==> src/hw/rtl/tpwd_pkg.sv <==
// Shared widths, constants, register indexes and control types for the turn drive block
`timescale 1ns / 1ps
`default_nettype none

package tpwd_pkg;

    // field and datapath widths
    localparam int HEADING_W  = 18;
    localparam int SPEED_W    = 22;
    localparam int TSPEED_W   = 21;
    localparam int SIDES_W    = 2;
    localparam int DRIVE_W    = 8;
    localparam int ERR_W      = 19;
    localparam int NUM_W      = 28;
    localparam int MAG_W      = 27;
    localparam int REM_W      = 20;
    localparam int ACC_W      = 35;
    localparam int DIGIT_W    = 13;
    localparam int CFG_ADDR_W = 3;
    localparam int CFG_DATA_W = 21;

    // default speed format
    localparam int DEF_SPEED_FRACTION_BITS = 20;

    // turn law: (22*e + 220*d) * 2^F / 10^6, rounded half away from zero
    localparam int K_P_NUM    = 22;
    localparam int K_D_NUM    = 220;
    localparam int DIVISOR    = 1000000;
    localparam int ROUND_HALF = 500000;

    // wheel law: 1700*t + 1000*(t - p) + 500*(t - m) = 3200*t - 1000*p - 500*m
    localparam int K_TARGET = 3200;
    localparam int K_PREV   = 1000;
    localparam int K_MEAS   = 500;

    // one degree band and drive saturation
    localparam int AT_BAND     = 100;
    localparam int DRIVE_LIMIT = 127;

    // configuration register indexes
    localparam logic [CFG_ADDR_W-1:0] REG_TARGET_HEADING = 3'd0;
    localparam logic [CFG_ADDR_W-1:0] REG_MAX_TURN_SPEED = 3'd1;
    localparam logic [CFG_ADDR_W-1:0] REG_MIN_TURN_SPEED = 3'd2;
    localparam logic [CFG_ADDR_W-1:0] REG_TURN_SIDES     = 3'd3;
    localparam logic [CFG_ADDR_W-1:0] REG_REVERSE_MODE   = 3'd4;
    localparam logic [CFG_ADDR_W-1:0] REG_OVERRIDE_LEFT  = 3'd5;
    localparam logic [CFG_ADDR_W-1:0] REG_OVERRIDE_RIGHT = 3'd6;

    // sequencer to divider
    typedef struct packed {
        logic load;
        logic step;
    } div_ctrl_t;

    // sequencer to wheel lanes
    typedef struct packed {
        logic load;
        logic step;
        logic msb;
    } lane_ctrl_t;

    // one bit-slice of the wheel sum: weights of the target, previous target and measured bits
    function automatic logic signed [DIGIT_W-1:0] drive_digit(
        input logic bit_t,
        input logic bit_p,
        input logic bit_m
    );
        logic signed [DIGIT_W-1:0] d;
        d = '0;
        if (bit_t) begin
            d = d + DIGIT_W'(K_TARGET);
        end
        if (bit_p) begin
            d = d - DIGIT_W'(K_PREV);
        end
        if (bit_m) begin
            d = d - DIGIT_W'(K_MEAS);
        end
        return d;
    endfunction

endpackage

`default_nettype wire

==> src/hw/rtl/tpwd_div.sv <==
// Bit-serial restoring divider by the constant turn-law divisor
`timescale 1ns / 1ps
`default_nettype none

module tpwd_div #(
    parameter int DVD_W = tpwd_pkg::MAG_W + tpwd_pkg::DEF_SPEED_FRACTION_BITS + 1
) (
    input  wire logic                   aclk,
    input  wire tpwd_pkg::div_ctrl_t    ctrl,
    input  wire logic [DVD_W-1:0]       dividend,
    output logic      [DVD_W-1:0]       quotient
);

    localparam int TRIAL_W = tpwd_pkg::REM_W + 1;

    logic [DVD_W-1:0]              dvd_reg;
    logic [DVD_W-1:0]              quo_reg;
    logic [tpwd_pkg::REM_W-1:0]    rem_reg;
    logic [TRIAL_W-1:0]            trial;
    logic [TRIAL_W-1:0]            diff;
    logic                          ge;
    logic [tpwd_pkg::REM_W-1:0]    rem_next;

    // one quotient bit per cycle while step is high, dividend msb first
    always_comb begin
        trial    = {rem_reg, dvd_reg[DVD_W-1]};
        ge       = (trial >= TRIAL_W'(tpwd_pkg::DIVISOR));
        diff     = trial - TRIAL_W'(tpwd_pkg::DIVISOR);
        rem_next = ge ? diff[tpwd_pkg::REM_W-1:0] : trial[tpwd_pkg::REM_W-1:0];
    end

    // shift registers
    always_ff @(posedge aclk) begin
        if (ctrl.load) begin
            dvd_reg <= dividend;
            rem_reg <= '0;
            quo_reg <= '0;
        end else if (ctrl.step) begin
            dvd_reg <= {dvd_reg[DVD_W-2:0], 1'b0};
            rem_reg <= rem_next;
            quo_reg <= {quo_reg[DVD_W-2:0], ge};
        end
    end

    assign quotient = quo_reg;

endmodule

`default_nettype wire

==> src/hw/rtl/tpwd_lane.sv <==
// Bit-serial wheel lane: feedforward plus speed feedback sum, scaling and saturation
`timescale 1ns / 1ps
`default_nettype none

module tpwd_lane #(
    parameter int SPEED_FRACTION_BITS = tpwd_pkg::DEF_SPEED_FRACTION_BITS
) (
    input  wire logic                                 aclk,
    input  wire tpwd_pkg::lane_ctrl_t                 ctrl,
    input  wire logic signed [tpwd_pkg::SPEED_W-1:0]  target,
    input  wire logic signed [tpwd_pkg::SPEED_W-1:0]  prev,
    input  wire logic signed [tpwd_pkg::SPEED_W-1:0]  meas,
    output logic signed      [tpwd_pkg::DRIVE_W-1:0]  drive
);

    localparam int SW = tpwd_pkg::SPEED_W;
    localparam int AW = tpwd_pkg::ACC_W;
    localparam int DW = tpwd_pkg::DRIVE_W;

    logic [SW-1:0]                        tgt_sh_reg;
    logic [SW-1:0]                        prev_sh_reg;
    logic [SW-1:0]                        meas_sh_reg;
    logic signed [AW-1:0]                 acc_reg;
    logic signed [AW-1:0]                 acc_next;
    logic signed [tpwd_pkg::DIGIT_W-1:0]  digit;
    logic                                 neg;
    logic [AW-1:0]                        acc_mag;
    logic [AW-1:0]                        scaled;
    logic [DW-1:0]                        sat_mag;

    // horner step over the operand bits, msb carries negative weight
    always_comb begin
        digit = tpwd_pkg::drive_digit(tgt_sh_reg[SW-1], prev_sh_reg[SW-1], meas_sh_reg[SW-1]);
        if (ctrl.msb) begin
            acc_next = -AW'(digit);
        end else begin
            acc_next = (acc_reg <<< 1) + AW'(digit);
        end
    end

    // operand shift registers and accumulator
    always_ff @(posedge aclk) begin
        if (ctrl.load) begin
            tgt_sh_reg  <= target;
            prev_sh_reg <= prev;
            meas_sh_reg <= meas;
            acc_reg     <= '0;
        end else if (ctrl.step) begin
            tgt_sh_reg  <= {tgt_sh_reg[SW-2:0], 1'b0};
            prev_sh_reg <= {prev_sh_reg[SW-2:0], 1'b0};
            meas_sh_reg <= {meas_sh_reg[SW-2:0], 1'b0};
            acc_reg     <= acc_next;
        end
    end

    // drop fraction toward zero, then saturate
    always_comb begin
        neg     = acc_reg[AW-1];
        acc_mag = neg ? AW'(-acc_reg) : AW'(acc_reg);
        scaled  = acc_mag >> SPEED_FRACTION_BITS;
        if (scaled > AW'(tpwd_pkg::DRIVE_LIMIT)) begin
            sat_mag = DW'(tpwd_pkg::DRIVE_LIMIT);
        end else begin
            sat_mag = scaled[DW-1:0];
        end
        drive = neg ? -$signed(sat_mag) : $signed(sat_mag);
    end

endmodule

`default_nettype wire

==> src/hw/rtl/turn_pd_wheel_drive_top.sv <==
// Heading PD turn controller with per-wheel feedforward drive, top level
//
// One input transaction (heading, left and right wheel speed) gives one result
// transaction (left drive, right drive, at_target). Both channels use valid/ready.
// Configuration registers are written through cfg_wr_en / cfg_addr / cfg_wdata,
// taken at once, and must only change while the block is idle.
//
// Timing: one transaction at a time. The result is registered once the sequencer
// has gone through its NUM, LOAD, DIV, CLAMP, DRV and OUT states, and the block
// then returns to idle to take the next input. The work is done by the bit-serial
// divider (one quotient bit per cycle over the 28 + SPEED_FRACTION_BITS bit
// dividend) followed by the bit-serial wheel lanes over the 22-bit speeds, which
// run side by side.
//
// Reset (aresetn low, synchronous) clears the previous error and wheel targets,
// sets turn_sides to 3 and all other configuration registers to 0, and empties the output.
// A result waiting on a stalled receiver sits in the output register; the next
// input is still accepted and worked on, and only the final load waits for it.
`timescale 1ns / 1ps
`default_nettype none

module turn_pd_wheel_drive_top #(
    parameter int SPEED_FRACTION_BITS = tpwd_pkg::DEF_SPEED_FRACTION_BITS
) (
    input  wire logic                                    aclk,
    input  wire logic                                    aresetn,
    // configuration
    input  wire logic                                    cfg_wr_en,
    input  wire logic [tpwd_pkg::CFG_ADDR_W-1:0]         cfg_addr,
    input  wire logic [tpwd_pkg::CFG_DATA_W-1:0]         cfg_wdata,
    // input channel
    input  wire logic                                    s_valid,
    output logic                                         s_ready,
    input  wire logic signed [tpwd_pkg::HEADING_W-1:0]   s_heading,
    input  wire logic signed [tpwd_pkg::SPEED_W-1:0]     s_left_speed,
    input  wire logic signed [tpwd_pkg::SPEED_W-1:0]     s_right_speed,
    // result channel
    output logic                                         m_valid,
    input  wire logic                                    m_ready,
    output logic signed [tpwd_pkg::DRIVE_W-1:0]          m_left_drive,
    output logic signed [tpwd_pkg::DRIVE_W-1:0]          m_right_drive,
    output logic                                         m_at_target
);

    localparam int DVD_W = tpwd_pkg::MAG_W + SPEED_FRACTION_BITS + 1;
    localparam int CNT_W = $clog2(DVD_W + 1);
    localparam int HW    = tpwd_pkg::HEADING_W;
    localparam int SW    = tpwd_pkg::SPEED_W;
    localparam int TW    = tpwd_pkg::TSPEED_W;
    localparam int EW    = tpwd_pkg::ERR_W;
    localparam int NW    = tpwd_pkg::NUM_W;
    localparam int DW    = tpwd_pkg::DRIVE_W;

    // sequencer states
    localparam logic [2:0] ST_IDLE  = 3'd0;
    localparam logic [2:0] ST_NUM   = 3'd1;
    localparam logic [2:0] ST_LOAD  = 3'd2;
    localparam logic [2:0] ST_DIV   = 3'd3;
    localparam logic [2:0] ST_CLAMP = 3'd4;
    localparam logic [2:0] ST_DRV   = 3'd5;
    localparam logic [2:0] ST_OUT   = 3'd6;

    // sequencer
    logic [2:0]        state_reg, state_next;
    logic [CNT_W-1:0]  cnt_reg, cnt_next;
    logic              out_load;
    tpwd_pkg::div_ctrl_t   div_ctrl;
    tpwd_pkg::lane_ctrl_t  lane_ctrl;

    // configuration registers
    logic signed [HW-1:0]               tgt_heading_reg;
    logic [TW-1:0]                      max_speed_reg;
    logic [TW-1:0]                      min_speed_reg;
    logic [tpwd_pkg::SIDES_W-1:0]       sides_reg;
    logic                               reverse_reg;
    logic signed [DW-1:0]               ovr_left_reg;
    logic signed [DW-1:0]               ovr_right_reg;

    // controller state
    logic signed [EW-1:0]  last_error_reg;
    logic signed [SW-1:0]  last_left_reg;
    logic signed [SW-1:0]  last_right_reg;
    logic                  at_reg;

    // per-transaction work registers
    logic signed [EW-1:0]  err_reg;
    logic signed [SW-1:0]  ls_reg;
    logic signed [SW-1:0]  rs_reg;
    logic signed [NW-1:0]  num_reg;
    logic                  neg_reg;

    // output register
    logic                  m_valid_reg;
    logic signed [DW-1:0]  m_left_reg;
    logic signed [DW-1:0]  m_right_reg;
    logic                  m_at_reg;

    // datapath nets
    logic signed [EW-1:0]  err_in;
    logic signed [NW-1:0]  err_x;
    logic signed [NW-1:0]  der_x;
    logic signed [NW-1:0]  num_next;
    logic signed [NW-1:0]  num_abs;
    logic [tpwd_pkg::MAG_W-1:0] num_mag;
    logic [DVD_W-1:0]      dividend;
    logic [DVD_W-1:0]      quotient;
    logic                  q_gt_max;
    logic                  q_lt_min;
    logic [TW-1:0]         turn_mag;
    logic signed [SW-1:0]  turn_out;
    logic                  at_next;
    logic signed [SW-1:0]  tl_next;
    logic signed [SW-1:0]  tr_next;
    logic signed [SW-1:0]  meas_left;
    logic signed [SW-1:0]  meas_right;
    logic signed [DW-1:0]  lane_l_drive;
    logic signed [DW-1:0]  lane_r_drive;
    logic signed [DW-1:0]  drive_l_next;
    logic signed [DW-1:0]  drive_r_next;
    logic                  ovr_active;

    // clamp an override value to the drive limit
    function automatic logic signed [DW-1:0] sat_override(input logic signed [DW-1:0] v);
        logic signed [DW-1:0] r;
        r = v;
        if (v > DW'(tpwd_pkg::DRIVE_LIMIT)) begin
            r = DW'(tpwd_pkg::DRIVE_LIMIT);
        end else if (v < -DW'(tpwd_pkg::DRIVE_LIMIT)) begin
            r = -DW'(tpwd_pkg::DRIVE_LIMIT);
        end
        return r;
    endfunction

    // heading error and pd numerator
    always_comb begin
        err_in   = EW'(tgt_heading_reg) - EW'(s_heading);
        err_x    = NW'(err_reg);
        der_x    = err_x - NW'(last_error_reg);
        num_next = NW'(err_x * tpwd_pkg::K_P_NUM + der_x * tpwd_pkg::K_D_NUM);
        num_abs  = num_reg[NW-1] ? -num_reg : num_reg;
        num_mag  = num_abs[tpwd_pkg::MAG_W-1:0];
        dividend = (DVD_W'(num_mag) << SPEED_FRACTION_BITS) + DVD_W'(tpwd_pkg::ROUND_HALF);
    end

    // magnitude clamp, band test and wheel targets
    always_comb begin
        q_gt_max = (quotient > DVD_W'(max_speed_reg));
        q_lt_min = (quotient < DVD_W'(min_speed_reg));
        if (q_gt_max) begin
            turn_mag = max_speed_reg;
        end else if (q_lt_min) begin
            turn_mag = min_speed_reg;
        end else begin
            turn_mag = quotient[TW-1:0];
        end
        turn_out = neg_reg ? -$signed({1'b0, turn_mag}) : $signed({1'b0, turn_mag});
        at_next  = (err_reg <= EW'(tpwd_pkg::AT_BAND)) && (err_reg >= -EW'(tpwd_pkg::AT_BAND));
        tl_next  = (!at_next && sides_reg[0]) ? turn_out : '0;
        tr_next  = (!at_next && sides_reg[1]) ? -turn_out : '0;
    end

    // reverse mode swaps the measured wheels
    assign meas_left  = reverse_reg ? rs_reg : ls_reg;
    assign meas_right = reverse_reg ? ls_reg : rs_reg;

    // bit-serial divider for the turn speed
    tpwd_div #(
        .DVD_W (DVD_W)
    ) u_div (
        .aclk     (aclk),
        .ctrl     (div_ctrl),
        .dividend (dividend),
        .quotient (quotient)
    );

    // left and right wheel lanes
    tpwd_lane #(
        .SPEED_FRACTION_BITS (SPEED_FRACTION_BITS)
    ) u_lane_l (
        .aclk   (aclk),
        .ctrl   (lane_ctrl),
        .target (tl_next),
        .prev   (last_left_reg),
        .meas   (meas_left),
        .drive  (lane_l_drive)
    );

    tpwd_lane #(
        .SPEED_FRACTION_BITS (SPEED_FRACTION_BITS)
    ) u_lane_r (
        .aclk   (aclk),
        .ctrl   (lane_ctrl),
        .target (tr_next),
        .prev   (last_right_reg),
        .meas   (meas_right),
        .drive  (lane_r_drive)
    );

    // output selection: reverse swap, then override
    always_comb begin
        ovr_active = (ovr_left_reg != '0) || (ovr_right_reg != '0);
        if (ovr_active) begin
            drive_l_next = sat_override(ovr_left_reg);
            drive_r_next = sat_override(ovr_right_reg);
        end else if (reverse_reg) begin
            drive_l_next = lane_r_drive;
            drive_r_next = lane_l_drive;
        end else begin
            drive_l_next = lane_l_drive;
            drive_r_next = lane_r_drive;
        end
    end

    // sequencer next state
    always_comb begin
        state_next = state_reg;
        cnt_next   = cnt_reg;
        out_load   = 1'b0;
        div_ctrl   = '0;
        lane_ctrl  = '0;
        unique case (state_reg)
            ST_IDLE: begin
                if (s_valid) begin
                    state_next = ST_NUM;
                end
            end
            ST_NUM: begin
                state_next = ST_LOAD;
            end
            ST_LOAD: begin
                div_ctrl.load = 1'b1;
                cnt_next      = '0;
                state_next    = ST_DIV;
            end
            ST_DIV: begin
                div_ctrl.step = 1'b1;
                if (cnt_reg == CNT_W'(DVD_W - 1)) begin
                    cnt_next   = '0;
                    state_next = ST_CLAMP;
                end else begin
                    cnt_next = cnt_reg + 1'b1;
                end
            end
            ST_CLAMP: begin
                lane_ctrl.load = 1'b1;
                cnt_next       = '0;
                state_next     = ST_DRV;
            end
            ST_DRV: begin
                lane_ctrl.step = 1'b1;
                lane_ctrl.msb  = (cnt_reg == '0);
                if (cnt_reg == CNT_W'(SW - 1)) begin
                    cnt_next   = '0;
                    state_next = ST_OUT;
                end else begin
                    cnt_next = cnt_reg + 1'b1;
                end
            end
            ST_OUT: begin
                if (!m_valid_reg || m_ready) begin
                    out_load   = 1'b1;
                    state_next = ST_IDLE;
                end
            end
            default: begin
                state_next = ST_IDLE;
            end
        endcase
    end

    assign s_ready = (state_reg == ST_IDLE);

    // control, configuration and controller state
    always_ff @(posedge aclk) begin
        if (!aresetn) begin
            state_reg       <= ST_IDLE;
            cnt_reg         <= '0;
            m_valid_reg     <= 1'b0;
            tgt_heading_reg <= '0;
            max_speed_reg   <= '0;
            min_speed_reg   <= '0;
            sides_reg       <= '1;
            reverse_reg     <= 1'b0;
            ovr_left_reg    <= '0;
            ovr_right_reg   <= '0;
            last_error_reg  <= '0;
            last_left_reg   <= '0;
            last_right_reg  <= '0;
            at_reg          <= 1'b0;
        end else begin
            state_reg <= state_next;
            cnt_reg   <= cnt_next;
            if (out_load) begin
                m_valid_reg <= 1'b1;
            end else if (m_ready) begin
                m_valid_reg <= 1'b0;
            end
            if (cfg_wr_en) begin
                unique case (cfg_addr)
                    tpwd_pkg::REG_TARGET_HEADING: tgt_heading_reg <= cfg_wdata[HW-1:0];
                    tpwd_pkg::REG_MAX_TURN_SPEED: max_speed_reg   <= cfg_wdata[TW-1:0];
                    tpwd_pkg::REG_MIN_TURN_SPEED: min_speed_reg   <= cfg_wdata[TW-1:0];
                    tpwd_pkg::REG_TURN_SIDES:     sides_reg       <= cfg_wdata[tpwd_pkg::SIDES_W-1:0];
                    tpwd_pkg::REG_REVERSE_MODE:   reverse_reg     <= cfg_wdata[0];
                    tpwd_pkg::REG_OVERRIDE_LEFT:  ovr_left_reg    <= cfg_wdata[DW-1:0];
                    tpwd_pkg::REG_OVERRIDE_RIGHT: ovr_right_reg   <= cfg_wdata[DW-1:0];
                    default: begin
                    end
                endcase
            end
            // lanes pick up the old previous targets on this same edge
            if (state_reg == ST_CLAMP) begin
                last_error_reg <= err_reg;
                last_left_reg  <= tl_next;
                last_right_reg <= tr_next;
                at_reg         <= at_next;
            end
        end
    end

    // work and output payload
    always_ff @(posedge aclk) begin
        if (s_valid && s_ready) begin
            err_reg <= err_in;
            ls_reg  <= s_left_speed;
            rs_reg  <= s_right_speed;
        end
        if (state_reg == ST_NUM) begin
            num_reg <= num_next;
        end
        if (state_reg == ST_LOAD) begin
            neg_reg <= num_reg[NW-1];
        end
        if (out_load) begin
            m_left_reg  <= drive_l_next;
            m_right_reg <= drive_r_next;
            m_at_reg    <= at_reg;
        end
    end

    assign m_valid       = m_valid_reg;
    assign m_left_drive  = m_left_reg;
    assign m_right_drive = m_right_reg;
    assign m_at_target   = m_at_reg;

    // a new result only comes out of the final state
    a_result_from_out: assert property (@(posedge aclk) disable iff (!aresetn)
        $rose(m_valid_reg) |-> $past(state_reg == ST_OUT))
        else $error("result raised outside the output state");

    // inside the band both stored wheel targets are zero
    a_band_zero_targets: assert property (@(posedge aclk) disable iff (!aresetn)
        (state_reg == ST_CLAMP && at_next) |=> (last_left_reg == '0 && last_right_reg == '0))
        else $error("wheel targets not cleared inside the heading band");

    // the sign bit step of the lanes follows the lane load
    a_lane_msb_first: assert property (@(posedge aclk) disable iff (!aresetn)
        (state_reg == ST_DRV && cnt_reg == '0) |-> $past(state_reg == ST_CLAMP))
        else $error("lane sign step not right after lane load");

    // divider runs exactly its bit count before the clamp
    a_div_length: assert property (@(posedge aclk) disable iff (!aresetn)
        (state_reg == ST_CLAMP) |-> $past(state_reg == ST_DIV && cnt_reg == CNT_W'(DVD_W - 1)))
        else $error("clamp entered before the divider finished");

endmodule

`default_nettype wire

==> config.mk <==
export PLATFORM = sky130hd
export DESIGN_NAME = turn_pd_wheel_drive_top
export DESIGN_NICKNAME = d
export VERILOG_FILES = /design/src/hw/rtl/tpwd_pkg.sv /design/src/hw/rtl/tpwd_div.sv /design/src/hw/rtl/tpwd_lane.sv /design/src/hw/rtl/turn_pd_wheel_drive_top.sv
export SDC_FILE = /design/constraint.sdc
export NUM_CORES = 2
export LEC_CHECK = 0
export ABC_AREA = 1
export BUFFER_PORTS_ARGS = -buffer_cell sky130_fd_sc_hd__buf_2
export CORE_UTILIZATION = 40
export CTS_CLUSTER_DIAMETER = 40
export CTS_CLUSTER_SIZE = 16
export DETAILED_ROUTE_END_ITERATION = 7
export MAX_ROUTING_LAYER = met4
export PLACE_DENSITY = 0.54
export REMOVE_ABC_BUFFERS = 1
export SYNTH_ARGS = -nofsm -noshare
export SYNTH_HDL_FRONTEND = slang
export SYNTH_SLANG_ARGS = --single-unit
==> constraint.sdc <==
create_clock -name aclk -period 11.51 [get_ports aclk]
set_input_delay 2.302 -clock aclk [delete_from_list [all_inputs] [get_ports aclk]]
set_output_delay 2.302 -clock aclk [all_outputs]
set_load 0.01 [all_outputs]
# Word-level counts from Yosys, hierarchy flattened
# Cells that the tools add are included.
[totals]
inputBits = 91
ff_bits = 580
[classes]
order_cmp = 11
mux = 61
add_sub_neg = 21
n_reduce_logical = 26
n_mul = 2
n_eq_ne = 18
[op_table]
columns = ["cell", "n"]
rows = [
  ["two-way mux 22 bit", 17],
  ["two-way mux 35 bit", 4],
  ["two-way mux 48 bit", 2],
  ["two-way mux 8 bit", 12],
  ["adder 35 x 13 -> 35 bit", 2],
  ["negator 13 -> 35 bit", 2],
  ["negator 35 bit", 2],
  ["two-way mux 13 bit", 4],
  ["adder 47 x 19 -> 48 bit, second input constant", 1],
  ["greater-than comparator 48 x 21 -> 1 bit", 1],
  ["less-than comparator 48 x 21 -> 1 bit", 1],
  ["two-way mux 21 bit", 2],
  ["greater-than comparator 15 x 7 -> 1 bit, second input constant", 2],
  ["adder 25 x 28 -> 28 bit", 1],
  ["two-way mux 27 bit", 1],
  ["negator 27 bit", 1],
  ["multiplier 20 x 7 -> 26 bit, second input constant", 1],
  ["subtractor 12 x 10 -> 13 bit, second input constant", 2],
  ["subtractor 13 x 10 -> 13 bit, second input constant", 2],
  ["multiplier 19 x 5 -> 24 bit, second input constant", 1],
  ["two-way mux 12 bit", 2],
  ["negator 21 -> 22 bit", 1],
  ["negator 22 bit", 1],
  [">= comparator 21 x 20 -> 1 bit, second input constant", 1],
  ["other kinds (33)", 73],
]

# Longest topological paths before layout
[logic_depth]
depth_word = 8
ltp_mapped = 43
mapped_depth_nobuf = 43

# Modules after synthesis
# From an unflattened synthesis, not the netlist that was laid out.
[unflattened]
cells_unflattened = 5582
hier_area_um2 = 40986.8
[by_module_without_submodules]
columns = ["module", "cells_each", "seq_area_each_um2", "area_per_inst_um2", "instances"]
rows = [
  ["turn_pd_wheel_drive_top", 2898, 6306.0, 21465.6, 1],
  ["tpwd_lane (u_lane_l)", 1067, 2642.5, 7388.3, 1],
  ["tpwd_lane (u_lane_r)", 1052, 2642.5, 7327.0, 1],
  ["tpwd_div", 565, 2802.7, 4805.9, 1],
]

# Worst setup path after synthesis
# Ideal clock, no wire load.
[synth_path]
kind = "register -> register"
from = "register err_reg[0]"
to = "register num_reg[27] (data pin)"
stages_incl_launch_ff = 43
n_path_buf = 0
required_time_ns = 11.239
synth_period_minus_slack_ns = 7.630
slack_ns = 3.880
arrival_time_ns = 7.359
setup_time_ns = 0.271
path_cell_list = "edfxtp_1 > inv_1 > ha_1 > inv_1 > fa_1 > nand3_1 > nand2_1 > a21o_1 > a21oi_1 > o21ai_0 > nand3_1 > nand2_1 > nand3_1 > nand2_1 > nand3_1 > nand2_1 > a21oi_1 > o21bai_1 > [... 7 more ...] > fa_1 > inv_1 > fa_1 > inv_1 > ha_1 > nand2_1 > or2_2 > nand3_1 > nand3_1 > nand2_1 > xor2_1 > inv_1 > ha_1 > inv_1 > nor3_1 > nand2_1 > o311ai_0 > xor2_1"
[synth_via]
elab_chain_len = 3
[synth_lines]
columns = ["element", "line", "source"]
rows = [
  ["from (decl)", "turn_pd_wheel_drive_top.sv:86", "logic signed [EW-1:0] err_reg;"],
  ["from (signal assigned)", "turn_pd_wheel_drive_top.sv:324", "err_reg <= err_in;"],
  ["subtractor 19 x 19 -> 20 bit", "turn_pd_wheel_drive_top.sv:138", "der_x = err_x - NW'(last_error_reg);"],
  ["multiplier 20 x 7 -> 26 bit", "turn_pd_wheel_drive_top.sv:139", "num_next = NW'(err_x * tpwd_pkg::K_P_NUM + der_x * tpwd_pkg::K_D_NUM);"],
  ["adder 25 x 28 -> 28 bit *", "turn_pd_wheel_drive_top.sv:139", ""],
  ["via num_next[27]", "turn_pd_wheel_drive_top.sv:102", "logic signed [NW-1:0] num_next;"],
  ["to (signal assigned)", "turn_pd_wheel_drive_top.sv:329", "num_reg <= num_next;"],
  ["to (decl)", "turn_pd_wheel_drive_top.sv:89", "logic signed [NW-1:0] num_reg;"],
]
# The timed path passes the listed nets; every way through them passes the cells marked *.
# A chain may end at the register's enable or synchronous reset.

# Worst setup path after layout
# Ends and elaborated chain as after synthesis.

==> summary.txt <==
STA
  – Setup violations, final: 0
  – F_max: roughly 120 MHz
  – Fin crit share: 0.725
  – Setup TNS: 0 ns
  – Rel. slew slack: 0.311
  – Final Max Slew Viols: 0
  – Final hold vios: 0
  – Clock skew: between 0.02 and 0.025 ns
  – RSZ-0062 raised after global routing: no
  – Slew @ Worst Pin: between 1 and 1.5 ns
  – Fin crit period: between 8 and 9 ns
  – Min Hold Slack: approximately 0.43 ns

Setup path
  – CP Class: reg2reg
  – CP Capture Type: register
  – Crit path top cell by count: inv_1
  – CP Data Required Time: roughly 12 ns
  – Largest fanout on the critical path: 5
  – CP startpoint kind: register
  – Critical path data arrival time: just under 9 ns
  – CP Launch Point: err_reg[0]$_DFFE_PP_
  – Slowest cell on the critical path: fa_1
  – CP peak stage delay: 0.53 ns
  – Worst r2r src: err_reg[0]$_DFFE_PP_

Logic synthesis
  – Proportion of netlist area held by the largest area contributor: 0.225
  – Post-synthesis cell type count: 60
  – Top-count cell post-synth: nand2_1
  – Post-Synthesis Cells: 4778
  – Post-synth ARST share: 0
  – FF+latch count, synth: 570
  – Dominant cell type by area after synthesis: edfxtp_1
  – Main flop type after synthesis: dfxtp_1
  – Synth warnings: 0
  – Synth Area per Inst: between 7 and 8 sq um
  – Seq/Total Area, Yosys: 0.378
  – Area contributors post-synth: edfxtp_1 (23%), dfxtp_1 (15%), nand2_1 (10%)
  – Cell area after synthesis: about 38000 sq um
  – Synth cell count leaders: nand2_1 (1020), inv_1 (654), nor2_1 (363)
  – EDFF count, synth: ~280

Global routing
  – Global route hottest layer: met2
  – Largest net degree at the start of global routing: 95
  – Grt total ovfl: 0
  – Tot GR Track Use: 0.210
  – Initial antenna violation count: 6
  – Vias in the first global route: about 30000
  – First-pass GRT wire length: ~160000 um
  – M1 GR Usage: 0.293
  – Met2 Use GR: 0.318
  – M3 GR Usage: 0.0286

Clocking
  – Clk sinks: 570
  – CTS tree: built
  – Clock Pin Slew Worst Setup and Hold Paths: 0.06 ns
  – TritonCTS Buffers: about 110
  – Worst skew pair latency: ~0.67 ns
  – Post-CTS Resized: 0
  – Root buf cell: clkbuf_16
  – Clock Path Buffers: 3
  – Post-CTS Setup Bufs: 0
  – # H-tree levels: 3
  – Hold_buf cts: 0

Place
  – GPL Wtd Cong: about 0.90
  – Placed Area: a little under 40000 sq um
  – I/O Buffers: 109
  – DP HPWL: ~70000 um

Final layout
  – Utilization after layout: 0.464
  – Area grow syn2layout: 14.8%
  – Final Cell Area: 43300 sq um
  – Final nets: around 5300
  – Share of cells above drive strength 1: 0.0947
  – Max reg flops: 48

Detailed routing
  – Starting DRC count in detailed routing: around 2200
  – DRC viols: 0
  – Antenna-violating nets left: 0
  – Vias/cell: ~5.0
  – Drt wl/cell: ~16 um
  – Routed WL: between 90000 and 100000 um
  – First drt pass iteration count: 6
  – Vias post-DR: ~31000

Status
  – Status: finished, final reports clean

Floorplanning
  – CORE AREA: roughly 93000 sq um
  – Die Area: ~96000 sq um
  – Row Count: ~110
  – Die height: between 300 and 400 um
  – Starting Density: 0.404
  – IO Pins: 110
  – Width of the die: about 310 um

Worst hold path
  – HP Class: reg2reg
  – Hold_sp: at_reg$_SDFFE_PN0P_

Run
  – Max Cap Viol: 0
-- critical path: cells and delay by family, from the launching register on --
family | cells | cell delay [ns]
flops | 1 | 0.43
xor+xnor | 3 | 0.51
buf+inv | 8 | 0.66
fa+ha+maj | 8 | 3.08
compound gates | 8 | 1.56
simple gates | 15 | 1.83
-- final timing paths --
| check | to | slack, ns | cells past startpoint |
|---|---|---|---|
| worst min-delay path | m_at_target$_DFFE_PP_ | 0.43 | 0 |
| worst max register to register | num_reg[27]$_DFFE_PP_ | 3.16 | 42 |
| worst max-delay path | num_reg[27]$_DFFE_PP_ | 3.16 | 42 |
| worst min register to register | m_at_target$_DFFE_PP_ | 0.43 | 0 |
-- layout make-up --
type / count / area (sq um)
fillers: 9408 / 50000
well taps: 1254 / 1570
diodes: 5 / 12.5
repair buffers: 141 / 788
multi-input cells: 3378 / 20400
clock buffers: 124 / 2930
inverters: 682 / 2570
flip-flops and latches: 570 / 14200
clock inverters: 77 / 852
-- cell families (layout without fill, tap and decap cells) --
logic type	after synthesis	in the layout	synth area share
AND/OR/NAND/NOR	1827	1827	0.208
AO/OA/AOI/OAI	939	939	0.138
buffers and inverters	830	1024	0.0841
flip-flops	570	570	0.378
adder cells (fa/ha/maj)	371	371	0.136
XOR/XNOR	239	239	0.0555
multiplexers	2	2	0.000531
other	0	5	0
-- per-layer routing --
metal  vias up  part of all wire
met2       550              0.44
met1     14400              0.50
met5         -                 0
met4         0             0.021
li1      16100                 -
met3       145             0.044
-- metrics by stage --
step	worst slack (ns)	std cells
CTS	3.08	6226
detailed placement	3.10	6025
global route	2.29	6228
floorplan	3.88	4630
finish	3.16	6231
global placement	3.23	6025
-- cells in the final DEF (no fill, tap or decap), drive strengths merged, types with 45 or more instances in the layout --
master and n:
nand4 48, xor2 176, o22ai 65, nor2 384, buf 141, inv 697, edfxtp 283, o21ai 335
nor3 45, a21oi 364, nand2 1072, a31oi 61, xnor2 63, clkbuf 124, ha 304, nand3 224
fa 67, dfxtp 287
Power is not shown: default switching activity piles up to over one toggle a cycle in this logic, so the estimate is an artifact.
